$ cat config.mk
export PLATFORM = sky130hd
export DESIGN_NAME = journal_transaction_tracker
export DESIGN_NICKNAME = d
export VERILOG_FILES = /design/src/hw/rtl/jtt_pkg.sv /design/src/hw/rtl/jtt_front.sv /design/src/hw/rtl/jtt_back.sv /design/src/hw/rtl/journal_transaction_tracker.sv
export SDC_FILE = /design/constraint.sdc
export NUM_CORES = 2
export LEC_CHECK = 0
export BUFFER_PORTS_ARGS = -buffer_cell sky130_fd_sc_hd__buf_2
export CAP_MARGIN = 20
export CORE_MARGIN = 2
export CORE_UTILIZATION = 35
export CTS_CLUSTER_SIZE = 40
export DETAILED_ROUTE_END_ITERATION = 8
export GPL_ROUTABILITY_DRIVEN = 0
export RECOVER_POWER = 25
export SYNTH_ARGS = -nofsm -noshare
export SYNTH_HDL_FRONTEND = slang
export SYNTH_SLANG_ARGS = --single-unit
$ cat constraint.sdc
create_clock -name clk -period 10.7 [get_ports clk]
set_clock_uncertainty 0.15 [all_clocks]
set_input_delay 1.07 -clock clk [delete_from_list [all_inputs] [get_ports clk]]
set_output_delay 1.07 -clock clk [all_outputs]
set_load 0.01 [all_outputs]
$ cat src/hw/rtl/jtt_pkg.sv
`timescale 1ns / 1ps
`default_nettype none
// ----------------------------------------------------------------------------
// jtt_pkg
// Shared types, constants and status codes of the journal transaction tracker.
// ----------------------------------------------------------------------------
package jtt_pkg;

  localparam int LogSlots    = 32;
  localparam int MaxOpBlocks = 10;
  localparam int SlotW       = 5;
  localparam int UsedW       = 6;
  localparam int OpenW       = 3;
  localparam int CfgIdxW     = 1;
  localparam int QDepth      = 2;

  localparam logic [OpenW-1:0] OpenMax = 3'd7;

  typedef enum logic [1:0] {
    MODE_BEGIN  = 2'd0,
    MODE_WRITE  = 2'd1,
    MODE_END    = 2'd2,
    MODE_DONE   = 2'd3
  } mode_t;

  typedef enum logic [3:0] {
    ST_GRANTED   = 4'd0,
    ST_WAIT      = 4'd1,
    ST_ABSORBED  = 4'd2,
    ST_APPENDED  = 4'd3,
    ST_ENDED     = 4'd4,
    ST_ENTRY     = 4'd5,
    ST_FINISHED  = 4'd6,
    ST_FULL      = 4'd7,
    ST_OUTSIDE   = 4'd8,
    ST_END_BUSY  = 4'd9,
    ST_NO_COMMIT = 4'd10
  } status_t;

  localparam logic [CfgIdxW-1:0] CFG_LOG_START = 1'd0;
  localparam logic [CfgIdxW-1:0] CFG_LOG_AREA  = 1'd1;

  typedef struct packed {
    logic [1:0]  mode;
    logic [31:0] block_number;
  } in_item_t;

  typedef struct packed {
    logic [3:0]  status;
    logic [4:0]  slot;
    logic [31:0] home_block;
    logic [31:0] log_block;
    logic        last;
    logic [2:0]  open_count;
  } out_item_t;

  // Work handed from the front part to the back part.
  typedef struct packed {
    logic             dump;        // commit: emit count entries from the table
    logic [UsedW-1:0] count;
    out_item_t        item;        // single result when dump is low
  } job_t;

  typedef enum logic [1:0] {
    BK_IDLE  = 2'd0,
    BK_READ  = 2'd1,
    BK_EMIT  = 2'd2
  } bk_state_t;

endpackage
`default_nettype wire

$ cat src/hw/rtl/jtt_front.sv
`timescale 1ns / 1ps
`default_nettype none
// ----------------------------------------------------------------------------
// jtt_front
// Classifies each beat, updates the transaction counters and the slot table,
// and queues one job per beat for the back part.
// ----------------------------------------------------------------------------
module jtt_front
  import jtt_pkg::*;
(
  input  wire logic             clk,
  input  wire logic             rst,
  input  wire logic             push,
  output logic                  full,
  input  wire in_item_t         in_item,
  input  wire logic [31:0]      log_start_block,
  input  wire logic [31:0]      log_area_blocks,
  output logic                  job_valid,
  output job_t                  job,
  input  wire logic             job_take,
  input  wire logic [SlotW-1:0] rd_addr,
  output logic [31:0]           rd_data
);

  logic [31:0]      table_mem [LogSlots];
  logic [UsedW-1:0] used_slots;
  logic [OpenW-1:0] open_ops;
  logic             commit_pending;
  logic             busy;           // dump in flight: table must not change
  logic             work;
  in_item_t         item_q;
  logic [LogSlots-1:0] hit_vec;
  logic [SlotW-1:0] hit_idx;
  logic             hit;
  job_t             job_q [QDepth];
  logic [1:0]       q_cnt;
  logic             q_rd;
  logic             q_full;
  job_t             res;
  logic [UsedW-1:0] used_next;
  logic [OpenW-1:0] open_next;
  logic             pend_next;
  logic             app;
  logic [31:0]      begin_need;

  // The item is registered first and then classified from that register.
  assign q_full = (q_cnt == 2'(QDepth));
  assign full   = work | q_full | busy;

  always_ff @(posedge clk) begin
    if (push && !full) item_q <= in_item;
    if (rst) work <= 1'b0;
    else     work <= push && !full;
  end

  always_comb begin
    hit_vec = '0;
    for (int i = 0; i < LogSlots; i++) begin
      hit_vec[i] = (i < int'(used_slots)) && (table_mem[i] == item_q.block_number);
    end
    hit_idx = '0;
    for (int i = LogSlots - 1; i >= 0; i--) begin
      if (hit_vec[i]) hit_idx = SlotW'(i);
    end
    hit = |hit_vec;
  end

  assign begin_need = 32'(used_slots) + 32'({1'b0, open_ops} + 4'd1) * 32'(MaxOpBlocks);

  always_comb begin
    res       = '0;
    res.item.last       = 1'b1;
    used_next = used_slots;
    open_next = open_ops;
    pend_next = commit_pending;
    app       = 1'b0;
    case (mode_t'(item_q.mode))
      MODE_BEGIN: begin
        if (commit_pending || open_ops >= OpenMax || begin_need > 32'(LogSlots)) begin
          res.item.status = ST_WAIT;
        end else begin
          open_next = open_ops + 3'd1;
          res.item.status = ST_GRANTED;
        end
      end
      MODE_WRITE: begin
        if (used_slots >= UsedW'(LogSlots) ||
            {27'd0, used_slots} + 33'd1 >= {1'b0, log_area_blocks}) begin
          res.item.status = ST_FULL;
        end else if (open_ops == '0) begin
          res.item.status = ST_OUTSIDE;
        end else if (hit) begin
          res.item.status     = ST_ABSORBED;
          res.item.slot       = hit_idx;
          res.item.home_block = item_q.block_number;
          res.item.log_block  = log_start_block + 32'(hit_idx) + 32'd1;
        end else begin
          app = 1'b1;
          used_next = used_slots + 6'd1;
          res.item.status     = ST_APPENDED;
          res.item.slot       = SlotW'(used_slots);
          res.item.home_block = item_q.block_number;
          res.item.log_block  = log_start_block + 32'(used_slots) + 32'd1;
        end
      end
      MODE_END: begin
        if (commit_pending) begin
          res.item.status = ST_END_BUSY;
        end else if (open_ops == '0) begin
          res.item.status = ST_OUTSIDE;
        end else begin
          open_next = open_ops - 3'd1;
          if (open_ops != 3'd1 || used_slots == '0) begin
            res.item.status = ST_ENDED;
          end else begin
            pend_next = 1'b1;
            used_next = '0;
            res.dump  = 1'b1;
            res.count = used_slots;
          end
        end
      end
      default: begin
        if (!commit_pending) begin
          res.item.status = ST_NO_COMMIT;
        end else begin
          pend_next = 1'b0;
          res.item.status = ST_FINISHED;
        end
      end
    endcase
    res.item.open_count = open_next;
  end

  always_ff @(posedge clk) begin
    if (work && app) table_mem[SlotW'(used_slots)] <= item_q.block_number;
    rd_data <= table_mem[rd_addr];
  end

  // Job queue: two entries, in order. A new job never meets a full queue,
  // since full holds the input off while both entries are taken.
  assign job_valid = (q_cnt != '0);
  assign job       = job_q[0];
  assign q_rd      = job_valid && job_take;

  always_ff @(posedge clk) begin
    if (q_rd) job_q[0] <= job_q[1];
    if (work) begin
      if (q_cnt == 2'd0 || (q_cnt == 2'd1 && q_rd)) job_q[0] <= res;
      else job_q[1] <= res;
    end
    if (rst) begin
      q_cnt          <= '0;
      used_slots     <= '0;
      open_ops       <= '0;
      commit_pending <= 1'b0;
      busy           <= 1'b0;
    end else begin
      q_cnt <= q_cnt + 2'(work) - 2'(q_rd);
      if (work) begin
        used_slots     <= used_next;
        open_ops       <= open_next;
        commit_pending <= pend_next;
      end
      if (work && res.dump)          busy <= 1'b1;
      else if (q_rd && job.dump)     busy <= 1'b0;
    end
  end

endmodule
`default_nettype wire

$ cat src/hw/rtl/jtt_back.sv
`timescale 1ns / 1ps
`default_nettype none
// ----------------------------------------------------------------------------
// jtt_back
// Carries out queued jobs in order: single results pass through; a commit walks the
// slot table one entry at a time, stalling while the two-entry result queue is full.
// ----------------------------------------------------------------------------
module jtt_back
  import jtt_pkg::*;
(
  input  wire logic             clk,
  input  wire logic             rst,
  input  wire logic             job_valid,
  input  wire job_t             job,
  output logic                  job_take,
  output logic [SlotW-1:0]      rd_addr,
  input  wire logic [31:0]      rd_data,
  input  wire logic [31:0]      log_start_block,
  output logic                  empty,
  input  wire logic             pop,
  output out_item_t             out_item
);

  bk_state_t        state, state_next;
  logic [UsedW-1:0] idx;
  logic [UsedW-1:0] cnt;
  logic [OpenW-1:0] opn;
  out_item_t        oq [2];
  logic [1:0]       oc;
  logic             wr, rd;
  out_item_t        wdat;
  logic             room;

  assign empty    = (oc == '0);
  assign out_item = oq[0];
  assign rd       = !empty && pop;
  assign room     = (oc != 2'd2) || rd;
  assign rd_addr  = SlotW'(idx);

  always_comb begin
    state_next = state;
    case (state)
      BK_IDLE: if (job_valid && job.dump) state_next = BK_READ;
      BK_READ: state_next = BK_EMIT;
      BK_EMIT: if (room) state_next = (idx + 6'd1 == cnt) ? BK_IDLE : BK_READ;
      default: state_next = BK_IDLE;
    endcase
  end

  always_comb begin
    job_take = 1'b0;
    wr       = 1'b0;
    wdat     = job.item;
    case (state)
      BK_IDLE: begin
        if (job_valid && !job.dump && room) begin
          job_take = 1'b1;
          wr       = 1'b1;
        end
      end
      BK_EMIT: begin
        wdat.status     = ST_ENTRY;
        wdat.slot       = SlotW'(idx);
        wdat.home_block = rd_data;
        wdat.log_block  = log_start_block + 32'(idx) + 32'd1;
        wdat.last       = (idx + 6'd1 == cnt);
        wdat.open_count = opn;
        wr              = room;
        job_take        = room && (idx + 6'd1 == cnt);
      end
      default: ;
    endcase
  end

  always_ff @(posedge clk) begin
    if (state == BK_IDLE) begin
      idx <= '0;
      cnt <= job.count;
      opn <= job.item.open_count;
    end else if (state == BK_EMIT && room) begin
      idx <= idx + 6'd1;
    end
    if (rd) oq[0] <= oq[1];
    if (wr) begin
      if (oc == 2'd0 || (oc == 2'd1 && rd)) oq[0] <= wdat;
      else oq[1] <= wdat;
    end
    if (rst) begin
      state <= BK_IDLE;
      oc    <= '0;
    end else begin
      state <= state_next;
      oc    <= oc + 2'(wr) - 2'(rd);
    end
  end

endmodule
`default_nettype wire

$ cat src/hw/rtl/journal_transaction_tracker.sv
`timescale 1ns / 1ps
`default_nettype none
// ----------------------------------------------------------------------------
// journal_transaction_tracker
// Group-commit bookkeeping for a write-ahead journal.
// ----------------------------------------------------------------------------
// Each input beat (begin, write, end or commit done) is first registered and
// then classified against the 32-entry slot table, which is searched in
// parallel. The front part then queues a job and may take the next beat
// while the back part is still delivering. A single result passes from the
// input register through the job queue into the result queue when the result
// side is free. The final end of a transaction starts a commit, which emits
// the table entries one at a time from the table memory (a registered table
// read, then a hand-on of the entry) while the result side keeps up;
// further input beats are held off until the commit listing has been handed
// to the result queue. Configuration may only be written while idle.
// ----------------------------------------------------------------------------
module journal_transaction_tracker
  import jtt_pkg::*;
(
  input  wire logic               clk,
  input  wire logic               rst,
  input  wire logic               push,
  output logic                    full,
  input  wire in_item_t           in_item,
  output logic                    empty,
  input  wire logic               pop,
  output out_item_t               out_item,
  input  wire logic               cfg_we,
  input  wire logic [CfgIdxW-1:0] cfg_index,
  input  wire logic [31:0]        cfg_data
);

  logic [31:0]      log_start_block;
  logic [31:0]      log_area_blocks;
  logic             job_valid;
  job_t             job;
  logic             job_take;
  logic [SlotW-1:0] rd_addr;
  logic [31:0]      rd_data;

  // Configuration registers; user must write only while idle, unenforced.
  always_ff @(posedge clk) begin
    if (rst) begin
      log_start_block <= 32'd0;
      log_area_blocks <= 32'd33;
    end else if (cfg_we) begin
      case (cfg_index)
        CFG_LOG_START: log_start_block <= cfg_data;
        CFG_LOG_AREA:  log_area_blocks <= cfg_data;
        default: ;
      endcase
    end
  end

  jtt_front u_front (
    .clk, .rst, .push, .full, .in_item,
    .log_start_block, .log_area_blocks,
    .job_valid, .job, .job_take, .rd_addr, .rd_data
  );

  jtt_back u_back (
    .clk, .rst, .job_valid, .job, .job_take, .rd_addr, .rd_data,
    .log_start_block, .empty, .pop, .out_item
  );

endmodule
`default_nettype wire

==> flow_metrics.env <==
export IMPL_crit_type="reg -> reg"
export IMPL_cts_made_buffers=160
export IMPL_endpoint_kind="register"
export IMPL_syn_nets=5841
export IMPL_grt_max_degree=131
export IMPL_cts_sink_count=1507
export IMPL_routedWlPerCell_microns=31.08
export IMPL_period_minus_slack_ns=8.997
export IMPL_slew_headroom_pct=-160.0
export IMPL_area_growth_pct=11.58
export IMPL_synthFlopType="edfxtp_1"
export IMPL_synthAdderAreaFrac_pct=0.9877
export IMPL_synth_simple_gate_area_share_pct=12.35
export IMPL_synth_cells=5711
export IMPL_io_pin_count=151
export IMPL_worstMarginPinSlew_ns=3.901
export IMPL_critical_path_peak_fanout=41
export IMPL_ant_nets=0
export IMPL_dpl_hpwl_microns=194300
export IMPL_synth_compound_area_share_pct=2.675
export IMPL_initial_core_util_pct=35.23
export IMPL_synth_cell_types=80
export IMPL_drc=0
export IMPL_clk_path_buf_depth=3
export IMPL_rows=171
export IMPL_synth_top_family_by_area="XOR/XNOR gates"
export IMPL_post_cts_buffers=0
export IMPL_synthXorXnorAreaFrac_pct=12.51
export IMPL_port_buffers=150
export IMPL_synth_mux_area_share_pct=10.77
export IMPL_netlist_area_sq_um=76510
export IMPL_rsz0062_at_grt="false"
export IMPL_synthArstFlopShare_pct=0
export IMPL_grt_pass1_wl_microns=378700
export IMPL_hold_class="in -> reg"
export IMPL_maxCapViolCount=27
export IMPL_cts_tree="yes"
export IMPL_setup_violations=0
export IMPL_cts_hold_buf=0
export IMPL_fin_nets=5890
export IMPL_vias=52157
export IMPL_hold_viol=0
export IMPL_vias_per_cell=5.957
export IMPL_dieArea_sq_um=222400
export IMPL_power_density_nw_per_um2=161.6
export IMPL_design_core_area_sq_um=217200
export IMPL_antenna_found_initial=28
export IMPL_grt_remaining_overflow=0
export IMPL_critPathLaunchType="register"
export IMPL_final_setup_tns_ns=0
export IMPL_drv_slew=947
export IMPL_synth_avg_cell_area_sq_um=13.40
export IMPL_ir_drop_uv=109.8
export IMPL_crit_arrival_ns=9.42
export IMPL_yosysWarnings=0
export IMPL_root_buffer="clkbuf_16"
export IMPL_final_util_pct=39.31
export IMPL_status="complete, but fails checks"
export IMPL_holdWs_ns=0.2618
export IMPL_first_pass_iters=9
export IMPL_drt_total_wl_microns=272100
export IMPL_synth_ff_latch_count=1507
export IMPL_drive_above_1_share_pct=16.09
export IMPL_yosysSeqAreaShare_pct=57.58
export IMPL_fmax_mhz=111.2
export IMPL_p_leak_nw=27.27
export IMPL_clk_pin_slew_ns=0.06
export IMPL_filler_cell_count=20168
export IMPL_synth_edf_count=1387
export IMPL_period_share_pct=84.08
export IMPL_die_y_microns=471.6
export IMPL_drt_initial_drc_count=8748
export IMPL_grt_pass1_vias=48388
export IMPL_grt_total_usage_pct=23.75
export IMPL_required_ns=11.13
export IMPL_htree_levels=4
export IMPL_clk_latency_ns=0.85
export IMPL_die_w_microns=471.6
export IMPL_violations="capacitance limit, slew limit"
export IMPL_cts_resized=0
sequential cells by signal, indices dropped and copies added (netlist names):
name / count
u_back.state: 2
u_back.oq: 154
u_back.oc: 2
u_back.cnt: 6
log_area_blocks: 32
u_front.q_cnt: 2
u_front.work: 1
u_back.idx: 6
u_front.item_q: 34
u_front.table_mem: 1024
u_front.rd_data: 32
u_back.opn: 3
u_front.busy: 1
u_front.job_q: 166
log_start_block: 32
u_front.used_slots: 6
u_front.open_ops: 3
u_front.commit_pending: 1
stage by stage:
stage                     cells  setup WS (ns)  total power (W)  area, sq um
final                      8755          1.703          0.01380        85370
after global placement     8440          3.601         0.008215        80020
after detailed placement   8446          3.513         0.008226        80150
after floorplan            5711          2.549         0.007786        76510
after global routing       8747          1.474          0.01416        85350
after CTS                  8741          3.483          0.01383        85410
layout by cell type, fill, tap and decap left out, types with 83 or more instances in the layout:
cell,Yosys,layout
edfxtp_1,1387,1387
nand2_1,684,683
xor2_1,676,676
xnor2_1,417,417
mux4_2,320,320
nor4_1,277,277
nand4_1,211,211
nor2_1,219,186
clkbuf_16,0,162
buf_2,56,127
dfxtp_1,120,115
a21oi_1,105,105
buf_4,148,99
nor3_1,94,92
nand3_1,87,87
clkbuf_1,165,83
power breakdown:
| group | internal [W] | total [W] | leakage (nW) | switching (W) |
|---|---|---|---|---|
| clock network | 0.00320 | 0.00567 | 2.57 | 0.00247 |
| logic | 0.000379 | 0.00138 | 11.2 | 0.00100 |
| registers | 0.00667 | 0.00675 | 13.5 | 0.0000837 |
| total | 0.0102 | 0.0138 | 27.3 | 0.00355 |
cell usage after synthesis, drive strengths merged, types with 11 or more instances:
cell type / instances / share of area (%)
o31ai: 27 / 0.26
and3: 23 / 0.19
a21oi: 106 / 0.70
nor2b: 33 / 0.27
dfxtp: 120 / 3.1
xnor2: 417 / 4.8
nand3: 87 / 0.57
nor4b: 28 / 0.32
nor2: 219 / 1.1
xor2: 676 / 7.7
ha: 54 / 0.88
a211oi: 13 / 0.13
nand2b: 23 / 0.19
o21ai: 81 / 0.53
mux2i: 20 / 0.26
mux4: 320 / 9.4
and4: 11 / 0.13
and2: 46 / 0.38
nor4: 278 / 2.3
a21o: 16 / 0.16
nand4: 211 / 1.7
or3: 19 / 0.16
clkbuf: 165 / 0.81
nor3: 95 / 0.63
or4: 29 / 0.29
mux2: 73 / 1.1
a31oi: 13 / 0.11
edfxtp: 1387 / 54
nand2: 684 / 3.4
nand4b: 15 / 0.17
inv: 50 / 0.25
buf: 245 / 2.1
worst max-delay path, cell delays in order (launching register included):
cell      delay, ns
edfxtp_1       0.35
clkbuf_1       2.10
xor2_1         0.64
nor4_1         0.54
nand4_1        0.16
nor4_1         0.66
nor2_1         0.14
o21ai_0        0.14
a31oi_1        0.11
o31ai_1        0.72
a31oi_1        0.18
a21o_1         0.26
fa_1           0.45
a21o_1         0.19
a21oi_1        0.22
nor2b_1        0.07
o21ai_0        0.68
nor2_1         0.09
mux2_4         0.40
mux2i_1        0.16
a211o_1        0.27
area by class of cell:
cell class / instances / area [sq um] / share of cell area [%]
sequential: 1507 / 44070 / 51.62
clock buffer: 194 / 4224 / 4.948
multi-input combinational: 3743 / 30370 / 35.57
clock inverter: 101 / 1033 / 1.211
timing repair buffer: 297 / 1899 / 2.225
inverter: 51 / 191.4 / 0.2242
antenna: 8 / 20.02 / 0.02345
tap: 2854 / 3571 / 4.183
kinds of logic after synthesis:
logic type / after synthesis
AO/OA/AOI/OAI: 326
XOR/XNOR: 1093
adder cells (fa/ha/maj): 58
buffers and inverters: 461
flip-flops: 1507
multiplexers: 413
AND/OR/NAND/NOR: 1853
final timing paths:
check | startpoint | end | slack, ns | cells past startpoint
setup / recovery | u_front.item_q[24] | u_front.job_q[0][26] | 1.70 | 20
hold / removal | in_item[16] | u_front.item_q[16] | 0.26 | 1
setup reg to reg | u_front.item_q[24] | u_front.job_q[0][26] | 1.70 | 20
hold reg to reg | u_front.job_q[0][78] | u_back.cnt[1] | 0.27 | 0
metal layers:
layer,global-route usage (%),wire length (microns)
met1,33.53,109800
met2,33.72,112800
met3,7.194,35200
met4,9.805,13970
met5,0.4326,276
No activity file was read; power rests on OpenSTA's default activity.
